## src/hw/rtl/wrbt_pkg.sv

```systemverilog
// Types, constants and helper functions of the windowed byte rate throttle.
`default_nettype none

package wrbt_pkg;

    localparam int NOW_W      = 42;
    localparam int REC_W      = 25;
    localparam int LIMIT_W    = 16;
    localparam int SLEEP_W    = 16;
    localparam int RATE_W     = 32;
    localparam int WBYTES_W   = 48;
    localparam int TBYTES_W   = 56;
    localparam int TMS_W      = 42;
    localparam int WINDOW_W   = 16;

    localparam int unsigned WINDOW_MS_DEFAULT = 1000;

    localparam int CFG_INDEX_W = 1;
    localparam int CFG_DATA_W  = 16;
    localparam logic [CFG_INDEX_W-1:0] REG_LIMIT        = 1'd0;
    localparam logic [CFG_INDEX_W-1:0] REG_THROTTLE_OFF = 1'd1;

    // One MB is 2^20 bytes; a rate in 1/256 MB/s from bytes and ms is
    // bytes * 125 / (ms * 512).
    localparam int LIMIT_SHIFT = 20;
    localparam int MS_SHIFT    = 9;
    localparam int LIMIT_BYTES_W = LIMIT_W + LIMIT_SHIFT;

    localparam int DIV_NUM_W = 63;
    localparam int DIV_DEN_W = 51;

    typedef enum logic [1:0] {
        DIV_SEL_WIN  = 2'd0,
        DIV_SEL_AVG  = 2'd1,
        DIV_SEL_WAIT = 2'd2
    } div_sel_t;

    typedef struct packed {
        logic     capture;
        logic     check;
        logic     div_start;
        div_sel_t div_sel;
        logic     store_win;
        logic     store_avg;
        logic     add_rec;
        logic     store_sleep;
        logic     clear_sleep;
        logic     load_out;
    } dp_cmd_t;

    typedef struct packed {
        logic roll;
        logic div_done;
        logic wait_needed;
        logic out_full;
    } dp_status_t;

    function automatic logic [RATE_W-1:0] sat_rate(input logic [DIV_NUM_W-1:0] q);
        logic [RATE_W-1:0] r;
        r = (|q[DIV_NUM_W-1:RATE_W]) ? {RATE_W{1'b1}} : q[RATE_W-1:0];
        return r;
    endfunction

endpackage

`default_nettype wire

```

## src/hw/rtl/wrbt_div.sv

```systemverilog
// Restoring shift-subtract divider, one quotient bit per cycle.
`default_nettype none

module wrbt_div
    import wrbt_pkg::*;
#(
    parameter int NUM_W = DIV_NUM_W,
    parameter int DEN_W = DIV_DEN_W
)
(
    input  wire logic             clk,
    input  wire logic             rst_n,
    input  wire logic             start,
    input  wire logic [NUM_W-1:0] num,
    input  wire logic [DEN_W-1:0] den,
    output logic                  done,
    output logic      [NUM_W-1:0] quotient
);

    localparam int CNT_W = $clog2(NUM_W);

    logic             busy_reg, busy_next;
    logic             done_reg, done_next;
    logic [CNT_W-1:0] cnt_reg, cnt_next;
    logic [NUM_W-1:0] num_reg, num_next;
    logic [DEN_W-1:0] den_reg, den_next;
    logic [DEN_W-1:0] rem_reg, rem_next;

    logic [DEN_W:0] partial;
    logic [DEN_W:0] diff;
    logic           ge;

    always_comb
    begin
        partial = {rem_reg, num_reg[NUM_W-1]};
        diff    = partial - {1'b0, den_reg};
        ge      = partial >= {1'b0, den_reg};

        busy_next = busy_reg;
        done_next = 1'b0;
        cnt_next  = cnt_reg;
        num_next  = num_reg;
        den_next  = den_reg;
        rem_next  = rem_reg;

        if (start)
        begin
            busy_next = 1'b1;
            cnt_next  = CNT_W'(NUM_W - 1);
            num_next  = num;
            den_next  = den;
            rem_next  = '0;
        end
        else if (busy_reg)
        begin
            rem_next = ge ? diff[DEN_W-1:0] : partial[DEN_W-1:0];
            num_next = {num_reg[NUM_W-2:0], ge};
            if (cnt_reg == '0)
            begin
                busy_next = 1'b0;
                done_next = 1'b1;
            end
            else
            begin
                cnt_next = cnt_reg - 1'b1;
            end
        end
    end

    always_ff @(posedge clk or negedge rst_n)
    begin
        if (!rst_n)
        begin
            busy_reg <= 1'b0;
            done_reg <= 1'b0;
            cnt_reg  <= '0;
        end
        else
        begin
            busy_reg <= busy_next;
            done_reg <= done_next;
            cnt_reg  <= cnt_next;
        end
    end

    always_ff @(posedge clk)
    begin
        num_reg <= num_next;
        den_reg <= den_next;
        rem_reg <= rem_next;
    end

    assign done     = done_reg;
    assign quotient = num_reg;

endmodule

`default_nettype wire

```

## src/hw/rtl/wrbt_datapath.sv

```systemverilog
// Datapath: window and lifetime counters, rate and wait arithmetic, output register.
`default_nettype none

module wrbt_datapath
    import wrbt_pkg::*;
#(
    parameter int unsigned WINDOW_MS = WINDOW_MS_DEFAULT
)
(
    input  wire logic                   clk,
    input  wire logic                   rst_n,
    input  wire dp_cmd_t                cmd,
    output dp_status_t                  status,
    input  wire logic                   cfg_beat,
    input  wire logic [CFG_INDEX_W-1:0] cfg_index,
    input  wire logic [CFG_DATA_W-1:0]  cfg_data,
    input  wire logic [NOW_W-1:0]       now_ms,
    input  wire logic [REC_W-1:0]       record_bytes,
    input  wire logic                   out_ready,
    output logic                        out_valid,
    output logic      [SLEEP_W-1:0]     sleep_ms,
    output logic                        window_rolled,
    output logic      [RATE_W-1:0]      last_rate,
    output logic      [RATE_W-1:0]      average_rate
);

    function automatic logic [DIV_NUM_W-1:0] mul125(input logic [DIV_NUM_W-1:0] x);
        return (x << 7) - (x << 1) - x;
    endfunction

    function automatic logic [DIV_NUM_W-1:0] mul1000(input logic [DIV_NUM_W-1:0] x);
        return (x << 10) - (x << 4) - (x << 3);
    endfunction

    // Configuration.
    logic [LIMIT_W-1:0] limit_reg, limit_next;
    logic               off_reg, off_next;

    // Architectural state.
    logic [NOW_W-1:0]    window_start_reg, window_start_next;
    logic [WBYTES_W-1:0] window_bytes_reg, window_bytes_next;
    logic [TBYTES_W-1:0] total_bytes_reg, total_bytes_next;
    logic [TMS_W-1:0]    total_ms_reg, total_ms_next;
    logic [RATE_W-1:0]   last_rate_reg, last_rate_next;
    logic [RATE_W-1:0]   avg_rate_reg, avg_rate_next;
    logic                out_valid_reg, out_valid_next;

    // Working registers of one item.
    logic [NOW_W-1:0]    now_reg, now_next;
    logic [REC_W-1:0]    rec_reg, rec_next;
    logic [WBYTES_W-1:0] wb_sum_reg, wb_sum_next;
    logic [NOW_W-1:0]    elapsed_reg, elapsed_next;
    logic                rolled_reg, rolled_next;
    logic [SLEEP_W-1:0]  sleep_reg, sleep_next;

    // Output register.
    logic [SLEEP_W-1:0] sleep_out_reg, sleep_out_next;
    logic               rolled_out_reg, rolled_out_next;
    logic [RATE_W-1:0]  last_out_reg, last_out_next;
    logic [RATE_W-1:0]  avg_out_reg, avg_out_next;

    logic                     roll;
    logic [WBYTES_W:0]        wb_add;
    logic [WBYTES_W-1:0]      wb_sat;
    logic [WBYTES_W:0]        wr_add;
    logic [WBYTES_W-1:0]      wr_sat;
    logic [TBYTES_W:0]        tb_add;
    logic [TMS_W:0]           tm_add;
    logic [LIMIT_BYTES_W-1:0] limit_bytes;
    logic                     wait_needed;
    logic [DIV_NUM_W-1:0]     div_num;
    logic [DIV_DEN_W-1:0]     div_den;
    logic                     div_done;
    logic [DIV_NUM_W-1:0]     quotient;
    logic [DIV_NUM_W-1:0]     wait_excess;
    logic                     wait_over;

    always_comb
    begin
        roll = {1'b0, now_reg} >= ({1'b0, window_start_reg} + (NOW_W + 1)'(WINDOW_MS));

        wb_add = {1'b0, window_bytes_reg} + (WBYTES_W + 1)'(rec_reg);
        wb_sat = wb_add[WBYTES_W] ? {WBYTES_W{1'b1}} : wb_add[WBYTES_W-1:0];
        wr_add = {1'b0, window_bytes_reg} + (WBYTES_W + 1)'(rec_reg);
        wr_sat = wr_add[WBYTES_W] ? {WBYTES_W{1'b1}} : wr_add[WBYTES_W-1:0];

        tb_add = {1'b0, total_bytes_reg} + (TBYTES_W + 1)'(wb_sum_reg);
        tm_add = {1'b0, total_ms_reg} + (TMS_W + 1)'(elapsed_reg);

        limit_bytes = {limit_reg, {LIMIT_SHIFT{1'b0}}};
        wait_needed = !off_reg && (limit_reg != '0)
                      && (window_bytes_reg >= WBYTES_W'(limit_bytes));

        case (cmd.div_sel)
            DIV_SEL_WIN:
            begin
                div_num = mul125(DIV_NUM_W'(wb_sum_reg));
                div_den = DIV_DEN_W'(elapsed_reg) << MS_SHIFT;
            end
            DIV_SEL_AVG:
            begin
                div_num = mul125(DIV_NUM_W'(total_bytes_reg));
                div_den = DIV_DEN_W'(total_ms_reg) << MS_SHIFT;
            end
            DIV_SEL_WAIT:
            begin
                div_num = mul1000(DIV_NUM_W'(window_bytes_reg));
                div_den = DIV_DEN_W'(limit_bytes);
            end
            default:
            begin
                div_num = '0;
                div_den = '0;
            end
        endcase

        wait_over   = quotient > DIV_NUM_W'(elapsed_reg);
        wait_excess = quotient - DIV_NUM_W'(elapsed_reg);
    end

    wrbt_div #(
        .NUM_W (DIV_NUM_W),
        .DEN_W (DIV_DEN_W)
    ) u_div (
        .clk      (clk),
        .rst_n    (rst_n),
        .start    (cmd.div_start),
        .num      (div_num),
        .den      (div_den),
        .done     (div_done),
        .quotient (quotient)
    );

    always_comb
    begin
        limit_next        = limit_reg;
        off_next          = off_reg;
        window_start_next = window_start_reg;
        window_bytes_next = window_bytes_reg;
        total_bytes_next  = total_bytes_reg;
        total_ms_next     = total_ms_reg;
        last_rate_next    = last_rate_reg;
        avg_rate_next     = avg_rate_reg;
        now_next          = now_reg;
        rec_next          = rec_reg;
        wb_sum_next       = wb_sum_reg;
        elapsed_next      = elapsed_reg;
        rolled_next       = rolled_reg;
        sleep_next        = sleep_reg;
        sleep_out_next    = sleep_out_reg;
        rolled_out_next   = rolled_out_reg;
        last_out_next     = last_out_reg;
        avg_out_next      = avg_out_reg;
        out_valid_next    = out_valid_reg;

        if (cfg_beat)
        begin
            case (cfg_index)
                REG_LIMIT:        limit_next = cfg_data;
                REG_THROTTLE_OFF: off_next   = cfg_data[0];
                default:          limit_next = limit_reg;
            endcase
        end

        if (cmd.capture)
        begin
            now_next = now_ms;
            rec_next = record_bytes;
        end

        if (cmd.check)
        begin
            rolled_next  = roll;
            wb_sum_next  = wb_sat;
            elapsed_next = now_reg - window_start_reg;
        end

        if (cmd.store_win)
        begin
            last_rate_next    = sat_rate(quotient);
            total_bytes_next  = tb_add[TBYTES_W] ? {TBYTES_W{1'b1}} : tb_add[TBYTES_W-1:0];
            total_ms_next     = tm_add[TMS_W] ? {TMS_W{1'b1}} : tm_add[TMS_W-1:0];
            window_start_next = now_reg;
            window_bytes_next = '0;
        end

        if (cmd.store_avg)
        begin
            avg_rate_next = sat_rate(quotient);
        end

        // The window count grows here; elapsed now measures from the window start
        // as it stands after any close, and counts as zero when the clock is behind.
        if (cmd.add_rec)
        begin
            window_bytes_next = wr_sat;
            elapsed_next = (now_reg > window_start_reg) ? (now_reg - window_start_reg) : '0;
        end

        if (cmd.store_sleep)
        begin
            if (!wait_over)
            begin
                sleep_next = '0;
            end
            else if (|wait_excess[DIV_NUM_W-1:SLEEP_W])
            begin
                sleep_next = {SLEEP_W{1'b1}};
            end
            else
            begin
                sleep_next = wait_excess[SLEEP_W-1:0];
            end
        end

        if (cmd.clear_sleep)
        begin
            sleep_next = '0;
        end

        if (cmd.load_out)
        begin
            out_valid_next  = 1'b1;
            sleep_out_next  = sleep_reg;
            rolled_out_next = rolled_reg;
            last_out_next   = last_rate_reg;
            avg_out_next    = avg_rate_reg;
        end
        else if (out_ready)
        begin
            out_valid_next = 1'b0;
        end
    end

    always_ff @(posedge clk or negedge rst_n)
    begin
        if (!rst_n)
        begin
            limit_reg        <= '0;
            off_reg          <= 1'b0;
            window_start_reg <= '0;
            window_bytes_reg <= '0;
            total_bytes_reg  <= '0;
            total_ms_reg     <= '0;
            last_rate_reg    <= '0;
            avg_rate_reg     <= '0;
            out_valid_reg    <= 1'b0;
        end
        else
        begin
            limit_reg        <= limit_next;
            off_reg          <= off_next;
            window_start_reg <= window_start_next;
            window_bytes_reg <= window_bytes_next;
            total_bytes_reg  <= total_bytes_next;
            total_ms_reg     <= total_ms_next;
            last_rate_reg    <= last_rate_next;
            avg_rate_reg     <= avg_rate_next;
            out_valid_reg    <= out_valid_next;
        end
    end

    always_ff @(posedge clk)
    begin
        now_reg        <= now_next;
        rec_reg        <= rec_next;
        wb_sum_reg     <= wb_sum_next;
        elapsed_reg    <= elapsed_next;
        rolled_reg     <= rolled_next;
        sleep_reg      <= sleep_next;
        sleep_out_reg  <= sleep_out_next;
        rolled_out_reg <= rolled_out_next;
        last_out_reg   <= last_out_next;
        avg_out_reg    <= avg_out_next;
    end

    always_comb
    begin
        status.roll        = roll;
        status.div_done    = div_done;
        status.wait_needed = wait_needed;
        status.out_full    = out_valid_reg && !out_ready;
    end

    assign out_valid     = out_valid_reg;
    assign sleep_ms      = sleep_out_reg;
    assign window_rolled = rolled_out_reg;
    assign last_rate     = last_out_reg;
    assign average_rate  = avg_out_reg;

endmodule

`default_nettype wire

```

## src/hw/rtl/wrbt_ctrl.sv

```systemverilog
// Controller state machine that sequences one record through the datapath.
`default_nettype none

module wrbt_ctrl
    import wrbt_pkg::*;
(
    input  wire logic       clk,
    input  wire logic       rst_n,
    input  wire logic       in_valid,
    output logic            in_ready,
    input  wire dp_status_t status,
    output dp_cmd_t         cmd
);

    typedef enum logic [9:0] {
        ST_IDLE      = 10'b00_0000_0001,
        ST_CHECK     = 10'b00_0000_0010,
        ST_WIN_START = 10'b00_0000_0100,
        ST_WIN_DIV   = 10'b00_0000_1000,
        ST_AVG_START = 10'b00_0001_0000,
        ST_AVG_DIV   = 10'b00_0010_0000,
        ST_ADD       = 10'b00_0100_0000,
        ST_TEST      = 10'b00_1000_0000,
        ST_WAIT_DIV  = 10'b01_0000_0000,
        ST_FINISH    = 10'b10_0000_0000
    } state_t;

    state_t state_reg, state_next;

    always_comb
    begin
        state_next = state_reg;
        cmd        = '0;
        cmd.div_sel = DIV_SEL_WIN;
        in_ready   = 1'b0;

        case (state_reg)
            ST_IDLE:
            begin
                in_ready = 1'b1;
                if (in_valid)
                begin
                    cmd.capture = 1'b1;
                    state_next  = ST_CHECK;
                end
            end
            ST_CHECK:
            begin
                cmd.check  = 1'b1;
                state_next = status.roll ? ST_WIN_START : ST_ADD;
            end
            ST_WIN_START:
            begin
                cmd.div_start = 1'b1;
                cmd.div_sel   = DIV_SEL_WIN;
                state_next    = ST_WIN_DIV;
            end
            ST_WIN_DIV:
            begin
                if (status.div_done)
                begin
                    cmd.store_win = 1'b1;
                    state_next    = ST_AVG_START;
                end
            end
            ST_AVG_START:
            begin
                cmd.div_start = 1'b1;
                cmd.div_sel   = DIV_SEL_AVG;
                state_next    = ST_AVG_DIV;
            end
            ST_AVG_DIV:
            begin
                if (status.div_done)
                begin
                    cmd.store_avg = 1'b1;
                    state_next    = ST_ADD;
                end
            end
            ST_ADD:
            begin
                cmd.add_rec = 1'b1;
                state_next  = ST_TEST;
            end
            ST_TEST:
            begin
                if (status.wait_needed)
                begin
                    cmd.div_start = 1'b1;
                    cmd.div_sel   = DIV_SEL_WAIT;
                    state_next    = ST_WAIT_DIV;
                end
                else
                begin
                    cmd.clear_sleep = 1'b1;
                    state_next      = ST_FINISH;
                end
            end
            ST_WAIT_DIV:
            begin
                if (status.div_done)
                begin
                    cmd.store_sleep = 1'b1;
                    state_next      = ST_FINISH;
                end
            end
            ST_FINISH:
            begin
                if (!status.out_full)
                begin
                    cmd.load_out = 1'b1;
                    state_next   = ST_IDLE;
                end
            end
            default:
            begin
                state_next = ST_IDLE;
            end
        endcase
    end

    always_ff @(posedge clk or negedge rst_n)
    begin
        if (!rst_n)
        begin
            state_reg <= ST_IDLE;
        end
        else
        begin
            state_reg <= state_next;
        end
    end

endmodule

`default_nettype wire

```

## src/hw/rtl/windowed_byte_rate_throttle.sv

```systemverilog
// Top level of the windowed byte rate throttle: controller, datapath and ports.
//
//   channel | direction | handshake           | payload
//   --------+-----------+---------------------+-----------------------------------------
//   in      | sink      | in_valid / in_ready | now_ms, record_bytes
//   out     | source    | out_valid/out_ready | sleep_ms, window_rolled, last_rate,
//           |           |                     | average_rate
//   cfg     | sink      | cfg_valid/cfg_ready | cfg_index, cfg_data
//
// A record with no window close and no wait due steps through the check, add, test and
// finish states; the finish state loads its result beat into the output register and
// returns to idle. Closing a window adds two divisions and a wait adds one (it starts in
// the test state); the shared divider produces one quotient bit per cycle.
// Reset (rst_n low, asynchronous) clears all counters, rates and configuration to zero;
// no clearing pass is needed. A result beat that is not taken holds in the output register
// while the next record is accepted; that record stalls at its end only if the held beat
// is still waiting.
`default_nettype none

module windowed_byte_rate_throttle
    import wrbt_pkg::*;
#(
    // Window length in milliseconds, 1 to 65535.
    parameter int unsigned WINDOW_MS = WINDOW_MS_DEFAULT
)
(
    input  wire logic                   clk,
    input  wire logic                   rst_n,

    input  wire logic                   in_valid,
    output logic                        in_ready,
    input  wire logic [NOW_W-1:0]       now_ms,
    input  wire logic [REC_W-1:0]       record_bytes,

    output logic                        out_valid,
    input  wire logic                   out_ready,
    output logic      [SLEEP_W-1:0]     sleep_ms,
    output logic                        window_rolled,
    output logic      [RATE_W-1:0]      last_rate,
    output logic      [RATE_W-1:0]      average_rate,

    input  wire logic                   cfg_valid,
    output logic                        cfg_ready,
    input  wire logic [CFG_INDEX_W-1:0] cfg_index,
    input  wire logic [CFG_DATA_W-1:0]  cfg_data
);

    dp_cmd_t    cmd;
    dp_status_t status;
    logic       cfg_beat;

    // Configuration writes go straight into the configuration registers, so the port never stalls. Writes are
    // expected only while no record is in flight.
    assign cfg_ready = 1'b1;
    assign cfg_beat  = cfg_valid && cfg_ready;

    // The controller steps a record through the check, close, add, wait and output phases
    // and issues one command word per cycle; the datapath answers with its status flags.
    wrbt_ctrl u_ctrl (
        .clk      (clk),
        .rst_n    (rst_n),
        .in_valid (in_valid),
        .in_ready (in_ready),
        .status   (status),
        .cmd      (cmd)
    );

    // The datapath holds the window and lifetime counters, the shared divider and the
    // output register that decouples the result beat from the next record.
    wrbt_datapath #(
        .WINDOW_MS (WINDOW_MS)
    ) u_datapath (
        .clk           (clk),
        .rst_n         (rst_n),
        .cmd           (cmd),
        .status        (status),
        .cfg_beat      (cfg_beat),
        .cfg_index     (cfg_index),
        .cfg_data      (cfg_data),
        .now_ms        (now_ms),
        .record_bytes  (record_bytes),
        .out_ready     (out_ready),
        .out_valid     (out_valid),
        .sleep_ms      (sleep_ms),
        .window_rolled (window_rolled),
        .last_rate     (last_rate),
        .average_rate  (average_rate)
    );

endmodule

`default_nettype wire

```

## config.mk

```make
export PLATFORM = sky130hd
export DESIGN_NAME = windowed_byte_rate_throttle
export DESIGN_NICKNAME = d
export VERILOG_FILES = /design/src/hw/rtl/wrbt_pkg.sv /design/src/hw/rtl/wrbt_div.sv /design/src/hw/rtl/wrbt_datapath.sv /design/src/hw/rtl/wrbt_ctrl.sv /design/src/hw/rtl/windowed_byte_rate_throttle.sv
export SDC_FILE = /design/constraint.sdc
export NUM_CORES = 2
export LEC_CHECK = 0
export ABC_AREA = 1
export BUFFER_PORTS_ARGS = -buffer_cell sky130_fd_sc_hd__buf_2
export CAP_MARGIN = 20
export CORE_MARGIN = 4
export CORE_UTILIZATION = 38
export CTS_CLUSTER_DIAMETER = 150
export CTS_CLUSTER_SIZE = 8
export DETAILED_ROUTE_END_ITERATION = 12
export GPL_ROUTABILITY_DRIVEN = 0
export MAX_ROUTING_LAYER = met4
export PLACE_DENSITY = 0.57
export SLEW_MARGIN = 0
export SYNTH_ARGS = -nofsm -noshare
export SYNTH_HDL_FRONTEND = slang
export SYNTH_SLANG_ARGS = --single-unit
```

## constraint.sdc

```tcl
create_clock -name clk -period 10 [get_ports clk]
set_input_delay 2 -clock clk [delete_from_list [all_inputs] [get_ports clk]]
set_output_delay 2 -clock clk [all_outputs]
set_load 0.005 [all_outputs]
```

# ---- Yosys cells after proc, flatten, opt, wreduce, memory -nomap -nowiden
# Cells that the tools add are included.
dict set report word_totals {
  ff_bits 708
  latchBits 0
  ramBits 0
  mem_bits_ro 0
  wordCells 132
  memories 0
}
dict set report classes {
  add_sub_neg 14
  n_mul 0
  n_div 0
  order_cmp 5
  eq_ne 18
  shifts 0
  muxes 50
  n_bitwise 1
  n_reduce_logical 18
}
# cell count
set ops {}
lappend ops {{one-hot mux 63 bit (3 select lines)} 1}
lappend ops {{two-way mux 42 bit} 4}
lappend ops {{one-hot mux 51 bit (3 select lines)} 1}
lappend ops {{two-way mux 48 bit} 3}
lappend ops {{two-way mux 63 bit} 2}
lappend ops {{one-hot mux 10 bit (10 select lines)} 1}
lappend ops {{greater-than comparator 63 x 42 -> 1 bit} 1}
lappend ops {{subtractor 63 x 42 -> 63 bit} 1}
lappend ops {{subtractor 63 x 48 -> 63 bit} 1}
lappend ops {{subtractor 63 x 51 -> 63 bit} 1}
lappend ops {{subtractor 63 x 56 -> 63 bit} 1}
lappend ops {{subtractor 63 x 57 -> 63 bit} 1}
lappend ops {{two-way mux 10 bit} 6}
lappend ops {{subtractor 58 x 52 -> 59 bit} 1}
lappend ops {{adder 56 x 48 -> 57 bit} 1}
lappend ops {{two-way mux 56 bit} 1}
lappend ops {{subtractor 55 x 49 -> 56 bit} 1}
lappend ops {{greater-or-equal comparator 52 x 51 -> 1 bit} 1}
lappend ops {{two-way mux 51 bit} 1}
lappend ops {{subtractor 51 bit} 1}
lappend ops {{adder 48 x 25 -> 49 bit} 1}
lappend ops {{greater-or-equal comparator 48 x 36 -> 1 bit} 1}
lappend ops {{OR reduction 47 bit} 1}
lappend ops {{adder 42 x 10 -> 43 bit (second input constant)} 1}
lappend ops {{other kinds (35)} 71}

# ---- Depth between registers and ports, before layout
dict set report depth {
  word_depth 8
  ltp_mapped 30
}

# ---- By module
# From an unflattened synthesis, not the netlist that was laid out.
dict set report hier_totals {
  hier_cells 10064
  hier_area_um2 67952.7
}
# module n_inst cells_each area_each_um2 seq_area_each_um2
set by_module_without_submodules {}
lappend by_module_without_submodules {wrbt_datapath 1 8183 55364.3 14253.7}
lappend by_module_without_submodules {wrbt_div 1 1769 11810.1 4644.5}
lappend by_module_without_submodules {wrbt_ctrl 1 110 767.0 251.5}
lappend by_module_without_submodules {windowed_byte_rate_throttle 1 2 11.3 0.0}

# ---- Worst setup path before layout
# OpenSTA, ideal clock, no wires.
dict set report synth_path {
  kind {input to register}
  startpoint {input in_valid}
  endpoint {register u_datapath.now_reg[0], enable pin}
  setup_ns 0.657
  arrival_ns 8.509
  t_required_ns 9.343
  slack_ns 0.834
  path_stages 2
  path_buffers 0
  cell_sequence {inv_1 > nor4_1}
}
# element line_no
set synth_rtl {}
lappend synth_rtl {{start, declared} windowed_byte_rate_throttle.sv:30} ;# input wire logic in_valid,
lappend synth_rtl {{end signal, assigned} wrbt_datapath.sv:265} ;# now_reg <= now_next;
lappend synth_rtl {{end, declared} wrbt_datapath.sv:49} ;# logic [NOW_W-1:0] now_reg, now_next;

# ---- Final worst setup path
dict set report layout_path {
  startpoint {register u_datapath.window_bytes_reg[0]}
  endpoint {register u_datapath.u_div.num_reg[3] (netlist: u_datapath.u_div.quotient[3]) (data pin)}
}
dict set report layout_between {
  elab_chain_len 7
  word_cells_on_any_way 10
  cone_classes {add/sub: 1; order compare: 1; eq/ne: 2; mux: 4; reduce/logical: 2}
}
# element line_no
set layout_lines {}
lappend layout_lines {{start, declared} wrbt_datapath.sv:41} ;# logic [WBYTES_W-1:0] window_bytes_reg, window_bytes_next;
lappend layout_lines {{start signal, assigned} wrbt_datapath.sv:254} ;# window_bytes_reg <= window_bytes_next;
lappend layout_lines {{greater-or-equal comparator 48 x 36 -> 1 bit} wrbt_datapath.sv:92} ;# && (window_bytes_reg >= WBYTES_W'(limit_bytes));
lappend layout_lines {{logical AND 1 bit} wrbt_datapath.sv:92}
lappend layout_lines {{two-way mux 3 bit} wrbt_ctrl.sv:87} ;# if (status.wait_needed)
lappend layout_lines {{one-hot mux 3 bit (3 select lines)} wrbt_ctrl.sv:37} ;# case (state_reg)
lappend layout_lines {{== test 2 bit (tied with other cells)} wrbt_datapath.sv:94} ;# case (cmd.div_sel)
lappend layout_lines {{one-hot mux 63 bit (3 select lines)} wrbt_datapath.sv:94}
lappend layout_lines {{two-way mux 63 bit *} wrbt_div.sv:46} ;# if (start)
lappend layout_lines {{via u_datapath.u_div.num_next[3]} wrbt_div.sv:25} ;# logic [NUM_W-1:0] num_reg, num_next;
lappend layout_lines {{end signal, assigned} wrbt_div.sv:88} ;# num_reg <= num_next;
lappend layout_lines {{end, declared} wrbt_div.sv:25}
# Mark *: on every way through the listed nets, which the timed path passes. The rest lies on a longest branch.
# A chain may end at the register's enable or synchronous reset.

==> flow_summary.yaml <==
clock_network:
  path_clk_slew_ns: 0.06
  cts.sinks: 699
  cts_buffers: 98
  clk_latency_ns: 0.79
  holdBufCountCts: 0
  tritoncts: "built"
  postCtsSetupRepairBufs: 0
  htree_levels: 3
  cts-root-buf: "clkbuf_16"
  cts_resized: 0
  cts_buffer_depth: 3
floorplanning:
  die_area_um2: 181000
  core-area_um2: 172000
  start_util: 0.384
  die_y_um: 425
  ios: 173
  fp.dieW_um: 425
  rows: 152
finish:
  layout-drive-gt1-share: 0.0510
  nets: 10600
  final_cell_mix: "nand2_1 (2363), inv_1 (1487), nor2_1 (1132), a21oi_1 (754), o21ai_0 (608)"
  largest_reg_flops: 64
  ff_latch_area_um2: 18900
  multi_input_area_um2: 41000
  mostFrequentLayoutCell: "nand2_1"
  area_growth_pct: 9.56
  fillers: 18200
yosys:
  syn_area_um2: 66200
  avgSynthCellArea_um2: 6.80
  synthCells: 9739
  yosysSeqAreaShare: 0.285
  synth_nets: 10400
  yosys_warnings: 0
  ys_ff_latch: 699
  synth.distinct_cells: 64
  ys.flop_type: "edfxtp_1"
  synth-edff-count: 344
  async_reset_ff_frac: 0.412
grt:
  grt_pass1_wl_um: 393000
  grt_pass1_vias: 64000
  grt_usage: 0.292
  antenna_found_initial: 17
  grt_max_degree: 132
  overflow: 0
worst_setup_path:
  reg2reg_depth: 15
  cp-start-kind: "flip-flop"
  worstPathArrival_ns: 6.22
  end_kind: "flip-flop"
  cp.depth: 15
  crit_fanout: 42
  critPathMaxStageDelay_ns: 0.94
  crit_slowest_cell: "nand2_2"
  crit_type: "flip-flop to flip-flop"
  crit_chain: "inv_2 > ha_1 > nand2_1 > nor2_1 > and3_1 > nand4_1 > nand3_1 > nand2_1 > inv_2 > nand2_4 > nand2_2 > inv_1 > buf_4 > a21oi_1 > o21ai_0"
  path_buf_inv: 4
  crit_family: "simple AND/OR/NAND/NOR gates"
  cp.required_ns: 10.48
timing:
  slew_headroom: 0.228
  maxSlewViolCount: 0
  max_freq_mhz: 174
  hold_violations: 0
  max_slew.worst_pin.slew_ns: 1.15
  skew_ns: 0.111
  tns_ns: 0
  min_period_over_period: 0.574
  min_period_ns: 5.74
  rsz0062_at_grt: "false"
  hold-worst-slack_ns: 0.364
  report.final.setup_viol: 0
detailed_routing:
  post_drt_via_cell_ratio: 5.54
  drtIter0Drc: 7979
  wirelength_um: 265000
  drtPass1Iterations: 8
  ant_nets: 0
  vias: 68100
  wire_per_inst_um: 21.5
  drc_errors: 0
hold_path:
  hold_depth: 0
  min_path_type: "flip-flop to flip-flop"
status:
  status: "complete, no violations"
placed_design:
  numPortBuffers: 171
  place.detailed.hpwl_um: 218000
run:
  maxCapViolCount: 0
[per-layer routing]
| metal | track usage | wire, um |
|---|---|---|
| met4 | 0.110 | 12000 |
| met3 | 0.0704 | 29000 |
| met2 | 0.421 | 109000 |
| met5 | - | 0 |
| met1 | 0.395 | 115000 |
[kinds of logic (layout without fill, tap and decap cells)]
kind of cell | after synthesis | after routing | share of synthesized area
XOR/XNOR | 429 | 429 | 0.0568
AND/OR/NAND/NOR | 4429 | 4429 | 0.279
buffers and inverters | 1661 | 1907 | 0.0965
other | 1 | 8 | 0.0000566
flip-flops | 699 | 699 | 0.285
AO/OA/AOI/OAI | 1911 | 1911 | 0.161
adder cells (fa/ha/maj) | 609 | 609 | 0.121
[layout make-up]
class                   instances  share of cell area
clock inverters                 6             0.00157
well taps                    2310              0.0399
inverters                    1526              0.0790
clock buffers                 172              0.0387
diodes                          7            0.000242
multi-input cells            7379               0.565
repair buffers                203              0.0154
flip-flops and latches        699               0.260
[synth_stat cells (67+ instances only)]
| library cell | instances | share of area |
|---|---|---|
| a21oi_1 | 754 | 0.057 |
| a31oi_1 | 103 | 0.0097 |
| dfrtp_1 | 287 | 0.11 |
| dfxtp_1 | 67 | 0.020 |
| edfxtp_1 | 344 | 0.16 |
| ha_1 | 554 | 0.10 |
| inv_1 | 1488 | 0.084 |
| nand2_1 | 2363 | 0.13 |
| nand3_1 | 432 | 0.033 |
| nand4_1 | 145 | 0.014 |
| nor2_1 | 1134 | 0.064 |
| nor3_1 | 118 | 0.0089 |
| o21ai_0 | 608 | 0.046 |
| o22ai_1 | 84 | 0.0079 |
| xnor2_1 | 183 | 0.024 |
| xor2_1 | 246 | 0.033 |
[stage by stage]
step	area [um^2]	utilization	instances	setup slack, ns
after floorplan	66200	-	9739	0.834
after global placement	69600	0.403	12100	4.61
after detailed placement	69600	0.403	12100	4.51
after CTS	72500	0.420	12300	4.48
after global routing	72500	0.420	12300	4.17
final	72500	0.420	12300	4.26
[path summary, 6_finish.rpt]
check | start | to | slack, ns
worst max-delay path | u_datapath.window_bytes_reg[0] | u_datapath.u_div.quotient[3] | 4.26
worst min-delay path | u_datapath.sleep_reg[5] | u_datapath.sleep_ms[5] | 0.36
worst max register to register | u_datapath.window_bytes_reg[0] | u_datapath.u_div.quotient[3] | 4.26
worst min register to register | u_datapath.sleep_reg[5] | u_datapath.sleep_ms[5] | 0.36
max in group asynchronous | rst_n | u_ctrl.state_reg[9] | 7.48
min in group asynchronous | rst_n | u_datapath.total_bytes_reg[10] | 1.18
Power is left out: the tool's default activity adds up to more than one toggle a clock period on the data nets, which glitch-free logic cannot reach.
